### src/hw/rtl/lifo_pkg.sv
// Shared types for the bounded LIFO stack: command codes, result status, back-end states.
`timescale 1ns / 1ps
package lifo_pkg;

    localparam int unsigned DATA_W = 32;
    localparam int unsigned CAP_W  = 5;
    localparam int unsigned FILL_W = 5;
    localparam logic [CAP_W-1:0] CAP_RESET = 5'd16;

    typedef enum logic [1:0] {
        OP_PUSH   = 2'd0,
        OP_POP    = 2'd1,
        OP_PEEK   = 2'd2,
        OP_SEARCH = 2'd3
    } t_op;

    typedef enum logic [1:0] {
        ST_DONE  = 2'd0,
        ST_FULL  = 2'd1,
        ST_EMPTY = 2'd2
    } t_status;

    typedef enum logic [1:0] {
        S_IDLE = 2'd0,
        S_READ = 2'd1,
        S_SCAN = 2'd2
    } t_state;

    typedef struct packed {
        t_op                      op;
        logic signed [DATA_W-1:0] data;
    } t_cmd;

endpackage

### src/hw/rtl/lifo_front.sv
// Front end: accepts commands, decodes them and holds them in a two-entry queue.
`timescale 1ns / 1ps
module lifo_front (
    input  logic                              i_clk,
    input  logic                              i_rst_n,
    input  logic                              push,
    output logic                              full,
    input  logic [1:0]                        i_cmd,
    input  logic signed [lifo_pkg::DATA_W-1:0] i_data,
    output logic                              o_cq_valid,
    output lifo_pkg::t_cmd                    o_cq_cmd,
    input  logic                              i_cq_take
);

    lifo_pkg::t_cmd r_slot [2];
    logic           r_wr_ptr, n_wr_ptr;
    logic           r_rd_ptr, n_rd_ptr;
    logic [1:0]     r_cnt, n_cnt;
    logic           wr_en;
    logic           rd_en;
    lifo_pkg::t_cmd in_cmd;

    assign full       = (r_cnt == 2'd2);
    assign o_cq_valid = (r_cnt != 2'd0);
    assign o_cq_cmd   = r_slot[r_rd_ptr];

    assign wr_en = push && !full;
    assign rd_en = i_cq_take && o_cq_valid;

    always_comb begin
        in_cmd.op   = lifo_pkg::t_op'(i_cmd);
        in_cmd.data = i_data;
    end

    always_comb begin
        n_wr_ptr = r_wr_ptr ^ wr_en;
        n_rd_ptr = r_rd_ptr ^ rd_en;
        n_cnt    = r_cnt;
        if (wr_en && !rd_en) begin
            n_cnt = r_cnt + 2'd1;
        end else if (rd_en && !wr_en) begin
            n_cnt = r_cnt - 2'd1;
        end
    end

    always_ff @(posedge i_clk) begin
        if (!i_rst_n) begin
            r_wr_ptr <= 1'b0;
            r_rd_ptr <= 1'b0;
            r_cnt    <= 2'd0;
        end else begin
            r_wr_ptr <= n_wr_ptr;
            r_rd_ptr <= n_rd_ptr;
            r_cnt    <= n_cnt;
        end
    end

    always_ff @(posedge i_clk) begin
        if (wr_en) begin
            r_slot[r_wr_ptr] <= in_cmd;
        end
    end

endmodule

### src/hw/rtl/lifo_back.sv
// Back end: entry memory, fill count, capacity register, command sequencer and result register.
`timescale 1ns / 1ps
module lifo_back #(
    parameter int unsigned DEPTH = 16
) (
    input  logic                                i_clk,
    input  logic                                i_rst_n,
    input  logic                                i_cfg_we,
    input  logic [lifo_pkg::CAP_W-1:0]          i_cfg_data,
    input  logic                                i_cq_valid,
    input  lifo_pkg::t_cmd                      i_cq_cmd,
    output logic                                o_cq_take,
    output logic                                empty,
    input  logic                                pop,
    output logic [1:0]                          o_status,
    output logic signed [lifo_pkg::DATA_W-1:0]  o_value,
    output logic                                o_found,
    output logic [lifo_pkg::FILL_W-1:0]         o_fill_level
);

    localparam int unsigned AW = (DEPTH > 1) ? $clog2(DEPTH) : 1;
    localparam int unsigned CW = $clog2(DEPTH + 1);
    localparam int unsigned LW = (CW > lifo_pkg::CAP_W) ? CW : lifo_pkg::CAP_W;

    logic signed [lifo_pkg::DATA_W-1:0] r_mem [DEPTH];
    logic signed [lifo_pkg::DATA_W-1:0] r_rd_data;

    lifo_pkg::t_state r_state, n_state;
    logic [CW-1:0]    r_count, n_count;
    logic [CW-1:0]    r_idx, n_idx;
    logic [lifo_pkg::CAP_W-1:0] r_cap;
    logic signed [lifo_pkg::DATA_W-1:0] r_key, n_key;

    logic                               r_out_valid, n_out_valid;
    lifo_pkg::t_status                  r_status, n_status;
    logic signed [lifo_pkg::DATA_W-1:0] r_value, n_value;
    logic                               r_found, n_found;
    logic [CW-1:0]                      r_fill, n_fill;

    logic          start;
    logic          at_limit;
    logic          mem_we;
    logic [AW-1:0] mem_waddr;
    logic          rd_en;
    logic [AW-1:0] rd_addr;
    logic [CW-1:0] cnt_dec;
    logic [CW-1:0] cnt_inc;
    logic [LW-1:0] limit;
    logic [LW-1:0] cap_ext;
    logic [LW-1:0] fill_ext;
    logic          match;

    assign cap_ext  = LW'(r_cap);
    assign limit    = (cap_ext > LW'(DEPTH)) ? LW'(DEPTH) : cap_ext;
    assign at_limit = (LW'(r_count) >= limit);
    assign cnt_dec  = r_count - CW'(1);
    assign cnt_inc  = r_count + CW'(1);
    assign match    = (r_rd_data == r_key);

    // take a command only when the result register is free by the next edge
    assign start     = (r_state == lifo_pkg::S_IDLE) && i_cq_valid && (!r_out_valid || pop);
    assign o_cq_take = start;

    assign empty        = !r_out_valid;
    assign o_status     = r_status;
    assign o_value      = r_value;
    assign o_found      = r_found;
    assign fill_ext     = LW'(r_fill);
    assign o_fill_level = fill_ext[lifo_pkg::FILL_W-1:0];

    always_comb begin
        n_state     = r_state;
        n_count     = r_count;
        n_idx       = r_idx;
        n_key       = r_key;
        n_out_valid = r_out_valid;
        n_status    = r_status;
        n_value     = r_value;
        n_found     = r_found;
        n_fill      = r_fill;
        mem_we      = 1'b0;
        mem_waddr   = r_count[AW-1:0];
        rd_en       = 1'b0;
        rd_addr     = cnt_dec[AW-1:0];

        if (pop && r_out_valid) begin
            n_out_valid = 1'b0;
        end

        unique case (r_state)
            lifo_pkg::S_IDLE: begin
                if (start) begin
                    n_status = lifo_pkg::ST_DONE;
                    n_value  = '0;
                    n_found  = 1'b0;
                    n_fill   = r_count;
                    if (i_cq_cmd.op == lifo_pkg::OP_PUSH) begin
                        n_out_valid = 1'b1;
                        if (at_limit) begin
                            n_status = lifo_pkg::ST_FULL;
                        end else begin
                            mem_we  = 1'b1;
                            n_count = cnt_inc;
                            n_fill  = cnt_inc;
                        end
                    end else if (r_count == '0) begin
                        n_out_valid = 1'b1;
                        n_status    = lifo_pkg::ST_EMPTY;
                    end else begin
                        rd_en = 1'b1;
                        case (i_cq_cmd.op)
                            lifo_pkg::OP_POP: begin
                                n_count = cnt_dec;
                                n_state = lifo_pkg::S_READ;
                            end
                            lifo_pkg::OP_SEARCH: begin
                                rd_addr = '0;
                                n_idx   = CW'(1);
                                n_key   = i_cq_cmd.data;
                                n_state = lifo_pkg::S_SCAN;
                            end
                            default: begin
                                n_state = lifo_pkg::S_READ;
                            end
                        endcase
                    end
                end
            end
            lifo_pkg::S_READ: begin
                n_out_valid = 1'b1;
                n_value     = r_rd_data;
                n_fill      = r_count;
                n_state     = lifo_pkg::S_IDLE;
            end
            lifo_pkg::S_SCAN: begin
                if (match || (r_idx == r_count)) begin
                    n_out_valid = 1'b1;
                    n_found     = match;
                    n_fill      = r_count;
                    n_state     = lifo_pkg::S_IDLE;
                end else begin
                    // advance to the next live entry
                    rd_en   = 1'b1;
                    rd_addr = r_idx[AW-1:0];
                    n_idx   = r_idx + CW'(1);
                end
            end
            default: begin
                n_state = lifo_pkg::S_IDLE;
            end
        endcase
    end

    always_ff @(posedge i_clk) begin
        if (!i_rst_n) begin
            r_state     <= lifo_pkg::S_IDLE;
            r_count     <= '0;
            r_out_valid <= 1'b0;
            r_cap       <= lifo_pkg::CAP_RESET;
        end else begin
            r_state     <= n_state;
            r_count     <= n_count;
            r_out_valid <= n_out_valid;
            if (i_cfg_we) begin
                r_cap <= i_cfg_data;
            end
        end
    end

    always_ff @(posedge i_clk) begin
        r_idx    <= n_idx;
        r_key    <= n_key;
        r_status <= n_status;
        r_value  <= n_value;
        r_found  <= n_found;
        r_fill   <= n_fill;
    end

    always_ff @(posedge i_clk) begin
        if (mem_we) begin
            r_mem[mem_waddr] <= i_cq_cmd.data;
        end
        if (rd_en) begin
            r_rd_data <= r_mem[rd_addr];
        end
    end

`ifndef SYNTHESIS
    a_count_bounded: assert property (@(posedge i_clk) disable iff (!i_rst_n)
        r_count <= CW'(DEPTH))
        else $error("fill count above depth");

    a_busy_no_result: assert property (@(posedge i_clk) disable iff (!i_rst_n)
        (r_state != lifo_pkg::S_IDLE) |-> !r_out_valid)
        else $error("result register occupied while a command is in flight");

    a_push_increments: assert property (@(posedge i_clk) disable iff (!i_rst_n)
        (start && (i_cq_cmd.op == lifo_pkg::OP_PUSH) && !at_limit)
        |=> (r_count == CW'($past(r_count) + CW'(1))))
        else $error("accepted push did not raise the fill count");

    a_scan_in_range: assert property (@(posedge i_clk) disable iff (!i_rst_n)
        (r_state == lifo_pkg::S_SCAN) |-> ((r_idx <= r_count) && (r_count != '0)))
        else $error("search index outside the live entries");
`endif

endmodule

### src/hw/rtl/bounded_lifo_stack_with_search.sv
// A push or a refused command shows its result in the cycle after it is accepted;
// pop and peek pass through S_READ first, for the registered read of the entry memory.
// One push or refused command is taken per cycle while the result side pops every result;
// pop and peek hold the back end in S_READ; a search steps the single read port in S_SCAN.
// Reset (synchronous, active low) empties the stack, command queue and result register and
// sets capacity to 16; entry memory is left as it is and never read above the fill level.
`timescale 1ns / 1ps
module bounded_lifo_stack_with_search #(
    parameter int unsigned DEPTH = 16
) (
    input  logic                                i_clk,
    input  logic                                i_rst_n,
    input  logic                                i_cfg_we,
    input  logic [lifo_pkg::CAP_W-1:0]          i_cfg_data,
    input  logic                                push,
    output logic                                full,
    input  logic [1:0]                          i_cmd,
    input  logic signed [lifo_pkg::DATA_W-1:0]  i_data,
    output logic                                empty,
    input  logic                                pop,
    output logic [1:0]                          o_status,
    output logic signed [lifo_pkg::DATA_W-1:0]  o_value,
    output logic                                o_found,
    output logic [lifo_pkg::FILL_W-1:0]         o_fill_level
);

    logic           cq_valid;
    lifo_pkg::t_cmd cq_cmd;
    logic           cq_take;

    lifo_front u_front (
        .i_clk      (i_clk),
        .i_rst_n    (i_rst_n),
        .push       (push),
        .full       (full),
        .i_cmd      (i_cmd),
        .i_data     (i_data),
        .o_cq_valid (cq_valid),
        .o_cq_cmd   (cq_cmd),
        .i_cq_take  (cq_take)
    );

    lifo_back #(
        .DEPTH (DEPTH)
    ) u_back (
        .i_clk        (i_clk),
        .i_rst_n      (i_rst_n),
        .i_cfg_we     (i_cfg_we),
        .i_cfg_data   (i_cfg_data),
        .i_cq_valid   (cq_valid),
        .i_cq_cmd     (cq_cmd),
        .o_cq_take    (cq_take),
        .empty        (empty),
        .pop          (pop),
        .o_status     (o_status),
        .o_value      (o_value),
        .o_found      (o_found),
        .o_fill_level (o_fill_level)
    );

endmodule

### config.mk
export PLATFORM = sky130hd
export DESIGN_NAME = bounded_lifo_stack_with_search
export DESIGN_NICKNAME = d
export VERILOG_FILES = /design/src/hw/rtl/lifo_pkg.sv /design/src/hw/rtl/lifo_front.sv /design/src/hw/rtl/lifo_back.sv /design/src/hw/rtl/bounded_lifo_stack_with_search.sv
export SDC_FILE = /design/constraint.sdc
export NUM_CORES = 1
export LEC_CHECK = 0
export BUFFER_PORTS_ARGS = -buffer_cell sky130_fd_sc_hd__buf_2
export CORE_ASPECT_RATIO = 1.2
export CORE_MARGIN = 5
export CORE_UTILIZATION = 63
export CTS_CLUSTER_SIZE = 25
export DETAILED_ROUTE_END_ITERATION = 7
export PLACE_DENSITY = 0.83
export SLEW_MARGIN = 20
export SYNTH_ARGS = -nofsm -noshare
export SYNTH_HDL_FRONTEND = slang
export SYNTH_HIERARCHICAL = 1
export SYNTH_SLANG_ARGS = --single-unit
export TNS_END_PERCENT = 50
### constraint.sdc
create_clock -name i_clk -period 6.5 [get_ports i_clk]
set_clock_uncertainty 0.05 [all_clocks]
set_input_delay 0.975 -clock i_clk [delete_from_list [all_inputs] [get_ports i_clk]]
set_output_delay 0.975 -clock i_clk [all_outputs]
set_load 0.01 [all_outputs]
==> impl_metrics.ini <==
[place]
port_buffers = 85
hpwlAfterDp_um = 35000
place.gp.congestion = 0.907

[global_routing]
overflow = 0
grt_usage = 0.255
grt_pass1_vias = 15500
grt_antenna_before_repair = 0
grt_pass1_wl_um = 93000
grt_max_degree = 139

[timing]
finalHoldViolations = 0
fin_crit_ns = 4.74
finalSetupViolCount = 0
fmax_mhz = 211
fin_crit_sh = 0.730
tightest_slew_ns = 1.00
tns_ns = 0
rsz0062_at_grt = no
slew_violations = 0
relSlewSlack = 0.331

[cts]
clkSlewWorstSetupHoldPaths_ns = 0.06
cts_buffers = 66
post-cts-setup-buffer-count = 0
holdBufCountCts = 0
cts_root_buffer = clkbuf_16
clockBufferDepth = 3
post_cts_resized = 0
clock_sinks = 707
tritoncts = done
clk_latency_ns = 0.60
htreeDepth = 3

[cells_and_area]
area.sequential_sq_um = 21100
n_fill_cell = 2664
final_util = 0.709
antenna_cells = 0
nNetsFinal = 1823
area_growth_pct = 11.2
multi_input_area_sq_um = 6620
layout-drive-gt1-share = 0.172

[floorplanning]
num_rows = 84
fp.coreArea_sq_um = 43900
die-area_sq_um = 48800
start_util = 0.637
io_pins = 86
die_x_um = 202
die_y_um = 241

[synth]
syn_avg_cell_area_sq_um = 16.8
ys_types = 57
yosys_warnings = 6
syn_inst = 1663
syn_area_sq_um = 28000
synth-edff-count = 689
async_reset_ff_frac = 0
synth_flop_cell = edfxtp_1
syn_nets = 1725
synth-seq-area-share = 0.752
yosys_register_bits = 707

[critical_path]
critPathMaxFanout = 37
cp.required_ns = 6.76
cp-end-kind = flip-flop
cp.arrival_ns = 5.01
critPathKind = flip-flop to flip-flop
rr_worst_depth = 13
start_kind = flip-flop

[route]
wl_per_cell_um = 26.4
vias = 15400
drcViolationCount = 0
dr.first_iter.drc_count = 1939
ant_nets = 0
routed_wirelength_um = 62400
drt-pass1-iter-count = 5
avgViaCountPerCell = 6.50

[power_and_ir_drop]
power_mw = 15.4
p_per_area_nw_per_um2 = 494
ir_drop_uv = 602
p_leak_nw = 9.94

[status]
status = finished clean

[min_path]
min_path_type = flip-flop to flip-flop
hold_depth = 2
hold_start = u_back/cap_ext[0]

[flow_run]
maxCapViolCount = 0
## per-layer routing
| layer | track usage | part of all wire |
|---|---|---|
| met5 | 0 | 0 |
| met4 | 0.105 | 0.039 |
| met3 | 0.0508 | 0.10 |
| met2 | 0.407 | 0.47 |
| met1 | 0.352 | 0.39 |
## cell usage after synthesis (all sizes together), types with 10 or more instances
cell type,number,area (sq um)
a21oi,88,440
edfxtp,689,20700
inv,15,56.3
xnor2,45,394
nand2,122,458
buf,56,329
dfxtp,18,360
o21ai,45,225
nor2b,14,87.6
nand4,10,62.6
nor2,31,119
mux2i,212,2120
a221oi,16,140
ha,18,225
mux2,66,743
a32oi,16,140
and2,45,284
o221ai,16,140
a22oi,49,418
clkbuf,29,110
## where the power goes
part / internal (mW) / total, mW / switching, mW
Sequential: 6.02 / 6.25 / 0.235
Clock: 2.02 / 3.62 / 1.60
Combinational: 1.92 / 5.52 / 3.60
## layout make-up
cell class / count / area share
clock buffers: 78 / 0.0552
clock inverters: 38 / 0.00912
inverters: 15 / 0.00181
multi-input cells: 856 / 0.213
flip-flops and latches: 707 / 0.676
well taps: 559 / 0.0225
repair buffers: 115 / 0.0227
## layout by cell type, fill, tap and decap left out, types with 3 or more instances in the layout
master,instances
edfxtp_1,689
mux2i_1,212
nand2_1,122
a21oi_1,88
buf_2,85
clkbuf_16,67
mux2_2,66
xnor2_1,45
and2_1,43
o21ai_0,41
a22oi_1,39
buf_4,26
clkinv_1,17
dfxtp_1,17
o221ai_1,16
a32oi_1,16
a221oi_1,16
nor2_4,16
inv_1,15
ha_1,15
nor2_1,14
nor2b_1,14
clkbuf_1,11
clkinv_2,10
a22oi_2,10
nand4_1,10
xor2_1,8
nand2b_1,7
inv_6,6
nor3_1,6
nand3_1,6
nor4_1,4
bufinv_16,3
or3_1,3
a21o_1,3
ha_2,3
buf_12,3
## metrics by stage
step / hold WS [ns] / cells / setup slack (ns) / cell area, sq um
finish: 0.476 / 2368 / 1.76 / 31100
global route: 0.496 / 2368 / 1.52 / 31100
CTS: 0.480 / 2367 / 1.82 / 31100
detailed placement: 0.457 / 2251 / 1.87 / 29100
global placement: 0.436 / 2251 / 2.10 / 29100
floorplan: 0.424 / 1663 / 2.39 / 28000
## final timing paths
| path | end | slack [ns] |
|---|---|---|
| hold reg to reg | u_back/cap_ext[0] | 0.48 |
| hold / removal | u_back/cap_ext[0] | 0.48 |
| setup reg to reg | u_back/r_rd_data[31] | 1.76 |
| setup / recovery | u_back/r_rd_data[31] | 1.76 |
## cell families (layout without fill, tap and decap cells)
| group | count (synthesis) | in the layout | synth area share |
|---|---|---|---|
| flops | 707 | 707 | 0.752 |
| mux | 278 | 278 | 0.102 |
| simple gates | 258 | 258 | 0.0440 |
| compound gates | 249 | 249 | 0.0593 |
| buf+inv | 100 | 246 | 0.0177 |
| xor+xnor | 53 | 53 | 0.0166 |
| fa+ha+maj | 18 | 18 | 0.00805 |
## flip-flops by register name, indices dropped and copies added, names as in the netlist, 5 cells and up, named ones only
signal	count
u_back/r_mem	512
u_back/r_count	5
u_back/cap_ext	5
u_front/r_slot	68
u_back/r_rd_data	32
u_back/r_key	32
u_back/o_fill_level	5
u_back/o_value	32
u_back/r_idx	5
## worst max-delay path: stages (launching register included)
cell	delay [ns]
dfxtp_2	0.31
buf_4	0.43
mux2_2	0.31
nand2_1	0.12
o41ai_1	0.68
nor2b_1	0.11
a31oi_1	0.24
nand3_2	0.69
buf_4	0.57
nor2_1	0.19
buf_4	0.31
a22oi_1	0.11
a21oi_1	0.24
a21oi_1	0.07
Power figures use the tool's default switching activity.
